--- config.mk ---
export PLATFORM = sky130hd
export DESIGN_NAME = rpfc_front
export DESIGN_NICKNAME = d
export VERILOG_FILES = /design/src/rtl/rpfc_pkg.sv /design/src/rtl/rpfc_front.sv
export SDC_FILE = /design/constraint.sdc
export NUM_CORES = 1
export LEC_CHECK = 0
export BUFFER_PORTS_ARGS = -buffer_cell sky130_fd_sc_hd__buf_2
export CAP_MARGIN = 30
export CORE_ASPECT_RATIO = 1.5
export CORE_MARGIN = 5
export CORE_UTILIZATION = 45
export DETAILED_ROUTE_END_ITERATION = 8
export HOLD_SLACK_MARGIN = 0.1
export PLACE_DENSITY_LB_ADDON = 0.12
export SLEW_MARGIN = 0
export SYNTH_ARGS = -nofsm -noshare
export SYNTH_HDL_FRONTEND = slang
export SYNTH_SLANG_ARGS = --single-unit
--- constraint.sdc ---
create_clock -name aclk -period 5.7 [get_ports aclk]
set_clock_uncertainty 0.05 [all_clocks]
set_input_delay 0.855 -clock aclk [delete_from_list [all_inputs] [get_ports aclk]]
set_output_delay 0.855 -clock aclk [all_outputs]
set_load 0.01 [all_outputs]
--- src/rtl/rpfc_pkg.sv ---
// ----------------------------------------------------------------------------
// rpfc_pkg
// Shared types, constants and helpers for the robot packet framer / checker.
// ----------------------------------------------------------------------------
package rpfc_pkg;

    localparam int MAX_BODY        = 253;
    localparam int QUEUE_DEPTH_DEF = 4;
    localparam int CFG_ADDR_W      = 2;
    localparam int CFG_DATA_W      = 8;
    localparam int POS_W           = 9;
    localparam int NUM_SLOTS       = 7;

    localparam logic [CFG_ADDR_W-1:0] CFG_MODE        = 2'd0;
    localparam logic [CFG_ADDR_W-1:0] CFG_SYNC_FIRST  = 2'd1;
    localparam logic [CFG_ADDR_W-1:0] CFG_SYNC_SECOND = 2'd2;

    localparam logic [7:0] SYNC_FIRST_RST  = 8'd250;
    localparam logic [7:0] SYNC_SECOND_RST = 8'd251;

    localparam logic MODE_FRAME   = 1'b0;
    localparam logic MODE_VERIFY  = 1'b1;
    localparam logic KIND_BYTE    = 1'b0;
    localparam logic KIND_VERDICT = 1'b1;

    localparam logic [NUM_SLOTS-1:0] SLOT_HDR0    = 7'b000_0001;
    localparam logic [NUM_SLOTS-1:0] SLOT_HDR1    = 7'b000_0010;
    localparam logic [NUM_SLOTS-1:0] SLOT_HDR2    = 7'b000_0100;
    localparam logic [NUM_SLOTS-1:0] SLOT_BODY    = 7'b000_1000;
    localparam logic [NUM_SLOTS-1:0] SLOT_CSUM_HI = 7'b001_0000;
    localparam logic [NUM_SLOTS-1:0] SLOT_CSUM_LO = 7'b010_0000;
    localparam logic [NUM_SLOTS-1:0] SLOT_VERDICT = 7'b100_0000;

    typedef struct packed {
        logic [7:0] data_byte;
        logic [7:0] body_length;
    } in_item_t;

    typedef struct packed {
        logic       kind;
        logic [7:0] out_byte;
        logic       out_last;
        logic       check_ok;
    } out_item_t;

    typedef struct packed {
        logic        hdr;
        logic        body;
        logic        csum;
        logic        verdict;
        logic        ok;
        logic [7:0]  len_byte;
        logic [7:0]  data;
        logic [15:0] csum_val;
    } cmd_t;

    typedef struct packed {
        logic valid;
        cmd_t cmd;
    } cmd_push_t;

    typedef struct packed {
        logic [7:0] sync_first;
        logic [7:0] sync_second;
    } sync_cfg_t;

    function automatic logic [NUM_SLOTS-1:0] cmd_mask(input cmd_t c);
        cmd_mask = {c.verdict, c.csum, c.csum, c.body, c.hdr, c.hdr, c.hdr};
    endfunction

endpackage

--- src/rtl/rpfc_front.sv ---
// ----------------------------------------------------------------------------
// rpfc_front
// Takes input bytes, tracks packet position and checksum, and queues one
// output command per input transaction that produces results.
// ----------------------------------------------------------------------------
module rpfc_front import rpfc_pkg::*; (
    input  logic      aclk,
    input  logic      aresetn,
    input  logic      mode,
    input  logic      mode_wr,
    input  logic      s_valid,
    output logic      s_ready,
    input  in_item_t  s_data,
    input  logic      q_full,
    output cmd_push_t push
);

    logic [15:0]      sum_reg, sum_next;
    logic [7:0]       held_reg, held_next;
    logic             pend_reg, pend_next;
    logic [POS_W-1:0] pos_reg, pos_next;
    logic [7:0]       plen_reg, plen_next;
    logic [7:0]       rch_reg, rch_next;

    logic             accept;
    logic [7:0]       b;
    logic [7:0]       len_clamp;
    logic             first;
    logic             clear_base;
    logic [15:0]      base_sum;
    logic [7:0]       base_held;
    logic             base_pend;
    logic [15:0]      t_sum;
    logic [7:0]       t_held;
    logic             t_pend;
    logic [15:0]      fin_cur;
    logic [15:0]      t_fin;
    logic [7:0]       eff_len;
    logic [POS_W-1:0] pos_inc;
    logic [POS_W-1:0] plen_ext;

    assign s_ready = !q_full;

    always_comb begin
        accept    = s_valid && !q_full;
        b         = s_data.data_byte;
        if (s_data.body_length == 8'd0) begin
            len_clamp = 8'd1;
        end else if (s_data.body_length > 8'(MAX_BODY)) begin
            len_clamp = 8'(MAX_BODY);
        end else begin
            len_clamp = s_data.body_length;
        end
        first      = (pos_reg == '0);
        plen_ext   = {1'b0, plen_reg};
        pos_inc    = pos_reg + POS_W'(1);
        clear_base = (mode == MODE_FRAME) && first;
        base_sum   = clear_base ? 16'h0000 : sum_reg;
        base_held  = clear_base ? 8'h00 : held_reg;
        base_pend  = clear_base ? 1'b0 : pend_reg;
        if (base_pend) begin
            t_sum  = base_sum + {base_held, b};
            t_held = base_held;
            t_pend = 1'b0;
        end else begin
            t_sum  = base_sum;
            t_held = b;
            t_pend = 1'b1;
        end
        fin_cur = sum_reg ^ {8'h00, (pend_reg ? held_reg : 8'h00)};
        t_fin   = t_sum ^ {8'h00, (t_pend ? t_held : 8'h00)};
        eff_len = first ? len_clamp : plen_reg;

        sum_next  = sum_reg;
        held_next = held_reg;
        pend_next = pend_reg;
        pos_next  = pos_reg;
        plen_next = plen_reg;
        rch_next  = rch_reg;
        push      = '0;

        if (mode_wr) begin
            pos_next = '0;
        end else if (accept) begin
            if (mode == MODE_FRAME) begin
                push.valid = 1'b1;
                if (!first && pos_reg >= plen_ext) begin
                    push.cmd.csum     = 1'b1;
                    push.cmd.csum_val = fin_cur;
                    pos_next          = '0;
                end else begin
                    if (first) begin
                        plen_next         = len_clamp;
                        push.cmd.hdr      = 1'b1;
                        push.cmd.len_byte = len_clamp + 8'd2;
                    end
                    sum_next      = t_sum;
                    held_next     = t_held;
                    pend_next     = t_pend;
                    push.cmd.body = 1'b1;
                    push.cmd.data = b;
                    if (!first && pos_inc >= {1'b0, eff_len}) begin
                        push.cmd.csum     = 1'b1;
                        push.cmd.csum_val = t_fin;
                        pos_next          = '0;
                    end else begin
                        pos_next = pos_inc;
                    end
                end
            end else begin
                if (pos_reg < POS_W'(2)) begin
                    pos_next = pos_inc;
                end else if (pos_reg == POS_W'(2)) begin
                    plen_next = b;
                    if (b < 8'd3) begin
                        push.valid       = 1'b1;
                        push.cmd.verdict = 1'b1;
                        pos_next         = '0;
                    end else begin
                        sum_next  = '0;
                        held_next = '0;
                        pend_next = 1'b0;
                        pos_next  = POS_W'(3);
                    end
                end else if (pos_reg <= plen_ext) begin
                    sum_next  = t_sum;
                    held_next = t_held;
                    pend_next = t_pend;
                    pos_next  = pos_inc;
                end else if (pos_reg == plen_ext + POS_W'(1)) begin
                    rch_next = b;
                    pos_next = pos_inc;
                end else begin
                    push.valid       = 1'b1;
                    push.cmd.verdict = 1'b1;
                    push.cmd.ok      = ({rch_reg, b} == fin_cur);
                    pos_next         = '0;
                end
            end
        end
    end

    always_ff @(posedge aclk) begin
        if (!aresetn) begin
            sum_reg  <= '0;
            held_reg <= '0;
            pend_reg <= 1'b0;
            pos_reg  <= '0;
            plen_reg <= '0;
            rch_reg  <= '0;
        end else begin
            sum_reg  <= sum_next;
            held_reg <= held_next;
            pend_reg <= pend_next;
            pos_reg  <= pos_next;
            plen_reg <= plen_next;
            rch_reg  <= rch_next;
        end
    end

endmodule

-- After elaboration in Yosys (flattened, before gate mapping)
Index checks and enable logic that the tools add are counted.
- add/sub/neg operators: 4
- magnitude comparators: 6
- equal/unequal tests: 8
- mux-type cells: 65
- bitwise logic cells: 8
- reductions and logical operators: 12
- operators with widths (cell ; number):
    $mux W16 ; 11
    $mux W8 ; 18
    $mux W38 ; 2
    $mux W9 ; 7
    $mux W32 ; 1
    $xor A16 B8 Y16 ; 2
    $mux W1 ; 19
    $ge A9 B8 Y1 ; 2
    $add A16 B16 Y16 ; 1
    $eq A16 B16 Y1 ; 1
    $mux W2 ; 6
    $add A8 B1 Y9 const B ; 1
    $add A9 B1 Y9 const B ; 1
    $eq A9 B2 Y1 const B ; 1
    $eq A9 B9 Y1 ; 1
    $le A9 B8 Y1 ; 1
    $logic_not A9 Y1 ; 1
    $lt A9 B2 Y1 const B ; 1
    $add A8 B2 Y8 const B ; 1
    $gt A8 B8 Y1 const B ; 1
    $logic_not A8 Y1 ; 1
    $lt A8 B2 Y1 const B ; 1
    $reduce_and A7 Y1 ; 1
    $not A1 Y1 ; 6
    10 further kinds ; 15
- register bits: 50
- input port bits: 22
- output and inout bits: 39
- logic and storage cells: 109

-- Longest topological paths before layout
- depth in word-level cells: 11
- depth in mapped cells: 19

-- Least setup slack after synthesis
Ideal clock, no wire load.
- path kind: input to output
- from: in mode
- to: out push[8] (netlist bit)
- arrival: 4.475 ns
- required time: 4.795 ns
- slack: 0.320 ns
- stages: 17
- path buffers: 3
- cell sequence: clkbuf_1 inv_2 nand3_4 clkbuf_1 clkbuf_1 and2_1 ha_1 inv_1 fa_1 nor2b_1 a311o_1 a221oi_1 a211oi_1 a211o_1 a211oi_1 o21ba_2 o22a_1
- RTL lines (what ; RTL line ; text):
    start: declaration ; rpfc_front.sv:9 ; input logic mode,
    end: declaration ; rpfc_front.sv:15 ; output cmd_push_t push

==> flow_summary.yaml <==
outcome:
  outcome: "finished clean"
clock_network:
  cts.clk_slew.worst_paths_ns: 0.07
  ctsHtreeMaxLevel: 2
  insertion_delay_ns: 0.30
  cts.sinks: 50
  cts_tree: "yes"
  post_cts_buffers: 0
  cts_inserted_buffers: 5
  cts_buffer_depth: 2
  cts_root_buf: "clkbuf_16"
logic_synthesis:
  synthTopCellsByCount: "nor2_1, nand2_1, dfxtp_1"
  synth_edf_count: 0
  async_flop_share_pct: 0
  synth_area_leaders: "dfxtp_1, ha_1, xor2_1"
  syn_avg_cell_area_um2: 7.310
  synth_top_area_share_pct: 18.97
  yosysSeqAreaShare_pct: 18.97
  syn_nets: 775
  ys.warnings.count: 0
  synth_ff_type: "dfxtp_1"
  synthDistinctLibCells: 75
  yosysTopAreaCell: "dfxtp_1"
  synth.most_common_cell: "nor2_1"
  synth_area_um2: 5278
  synth-seq-cells: 50
  synthCells: 722
power:
  seq_power_share_pct: 42.3
  p_leak_nw: 2.482
  intPower_w: 0.0005801
  pwr_density_cell_nw_per_um2: 145.1
  switching_share_pct: 31.62
  irDropWorstVdd_mv: 0.1159
  clock_power_share_pct: 38.5
  comb_power_share_pct: 19.2
  p_switching_w: 0.0002683
setup_path:
  required_ns: 4.80
  setup.worst_path.start_class: "flop"
  r2r-end: "sum_reg[8]"
  r2r-start: "pos_reg[0]"
  cp_max_fo: 8
  arrival_ns: 4.45
  r2r_setup_slack_ns: 1.42
  reg2reg_depth: 16
  crit_type: "reg2out"
  worstSetupEndpointType: "output port"
sta:
  timing.final.crit_share_pct: 93.87
  setup_viol_count_final: 0
  finalWorstPathRequiredPeriod_ns: 5.351
  rsz0062_at_grt: "no"
  drv_slew: 0
  max_slew_margin_pct: 33.70
  tightest_slew_ns: 0.9934
  finalHoldViolCount: 0
  whs_ns: 0.4665
  fmax_mhz: 186.9
  finalSetupTns_ns: 0
global_routing:
  grt_overflow: 0
  antenna_found_initial: 0
  grt_pass1_vias: 5752
  grt_pass1_wl_mm: 30.66
  grt_use_total_pct: 27.35
  grt_start_max_net_pins: 41
floorplanning:
  rows: 48
  dieWidth_um: 98.42
  die_h_um: 142.6
  coreArea_um2: 11530
  ios: 61
  initial_core_util_pct: 45.77
  dieArea_um2: 14040
detailed_routing:
  route.top_layer_used: "met4"
  wl_met3_mm: 1.238
  drc: 0
  wl_met2_mm: 9.668
  vias: 5782
  vias_per_cell: 6.375
  wl_met1_mm: 7.211
  wl_per_cell_um: 21.46
  ant_nets: 0
  drtPass1Iterations: 5
  drt_wl_total_mm: 19.46
  first_iter_violations: 433
place:
  io_buffers: 60
  gp_congestion: 0.9387
  post-dp-hpwl_mm: 14.67
  placed_cells: 899
min_path:
  min_to: "rch_reg[0]"
  worstHoldPathCells: 2
  hp-class: "reg2reg"
  hold_path_startpoint: "rch_reg[0]"
final_layout:
  num-nets-final: 809
  drive_gt1_share_pct: 13.61
  area_growth_pct: 10.81
  diodes: 0
  finalNonFillerCells: 907
  largest_register_ffs: 16
job:
  cap_violations: 0
==> layout make-up <==
type	count	area, µm²
inverters	26	97.59
repair buffers	77	427.9
fillers	1203	5683
flip-flops and latches	50	1001
clock inverters	2	17.52
clock buffers	6	138.9
well taps	150	187.7
multi-input cells	596	3978
==> how the worst max path moves through the flow <==
stage / start / endpoint / slack [ns]
6_report: pos_reg[0] / push[14] / 0.35
5_1_grt: pos_reg[0] / push[13] / 0.09
4_1_cts: pos_reg[0] / push[8] / 0.27
3_5_place_dp: s_data[4] / push[13] / 0.55
3_3_place_gp: s_data[4] / push[11] / 0.67
2_1_floorplan: mode / push[8] / 0.32
==> layer usage <==
metal | vias up | GRT usage [%]
met2 | 284 | 49.02
met4 | 0 | 17.41
met5 | - | 0
met1 | 2696 | 30.34
met3 | 87 | 3.324
li1 | 2715 | -
==> repair_timing <==
action | in CTS | in global routing
resized for setup | 0 | 1
setup endpoints to repair | 0 | 1
hold buffers | 0 | 0
==> metrics by stage <==
stage / power [W] / util, % / cell area (µm²) / setup WS, ns
detailed placement: 0.0005249 / 49.32 / 5687 / 0.5492
CTS: 0.0008495 / 50.67 / 5843 / 0.2677
floorplan: 0.0004655 / - / 5278 / 0.3197
finish: 0.0008483 / 50.72 / 5848 / 0.3495
global route: 0.0008773 / 50.72 / 5848 / 0.08657
global placement: 0.0005237 / 49.32 / 5687 / 0.6750
==> power by group through the flow <==
stage | registers [W] | clock network [W] | logic, W
after detailed placement | 0.000366 | 0 | 0.000159
final | 0.000359 | 0.000327 | 0.000163
after CTS | 0.000358 | 0.000332 | 0.000159
after floorplan | 0.000363 | 0 | 0.000103
after global routing | 0.000359 | 0.000343 | 0.000175
after global placement | 0.000366 | 0 | 0.000157
==> logic make-up (layout without fill, tap and decap cells) <==
kind of cell,Yosys count,in the layout,share of synthesized area (%)
AOI/OAI and AO/OA,201,201,25.89
xor gates and xnor gates,63,63,10.46
adders and majority gates,34,34,8.061
buffers and inverters,76,111,5.761
DFF,50,50,18.97
muxes,19,19,3.698
and+or+nand+nor,279,279,27.17
==> placed cells by master (no fill, tap or decap), drive strengths merged, types with 6 or more instances in the layout <==
master,instances
inv,25
ha,30
nand3,32
a31oi,13
nor4,10
nand2b,6
a21o,12
o211ai,6
or2,6
a211oi,10
nand4,15
xnor2,30
nor2,69
nor2b,7
clkbuf,6
xor2,33
nand2,66
and3,6
and2,26
nor3,14
o2111ai,8
a21oi,48
mux2i,18
dfxtp,50
buf,77
o21ai,36
or4,7
a32oi,9
==> critical path, stage by stage, from the launching register on <==
cell and delay (ns):
dfxtp_1 0.38, inv_1 0.18, ha_1 0.18, nor4b_4 0.27
nand3_4 0.15, and2_1 0.21, ha_1 0.20, inv_1 0.07
fa_1 0.25, inv_1 0.08, a31oi_1 0.38, a21oi_1 0.22
o311ai_1 0.54, a311oi_1 0.24, a31o_2 0.32, xor2_1 0.14
a22o_1 0.20, buf_2 0.14
Power figures use the tool's default switching activity.
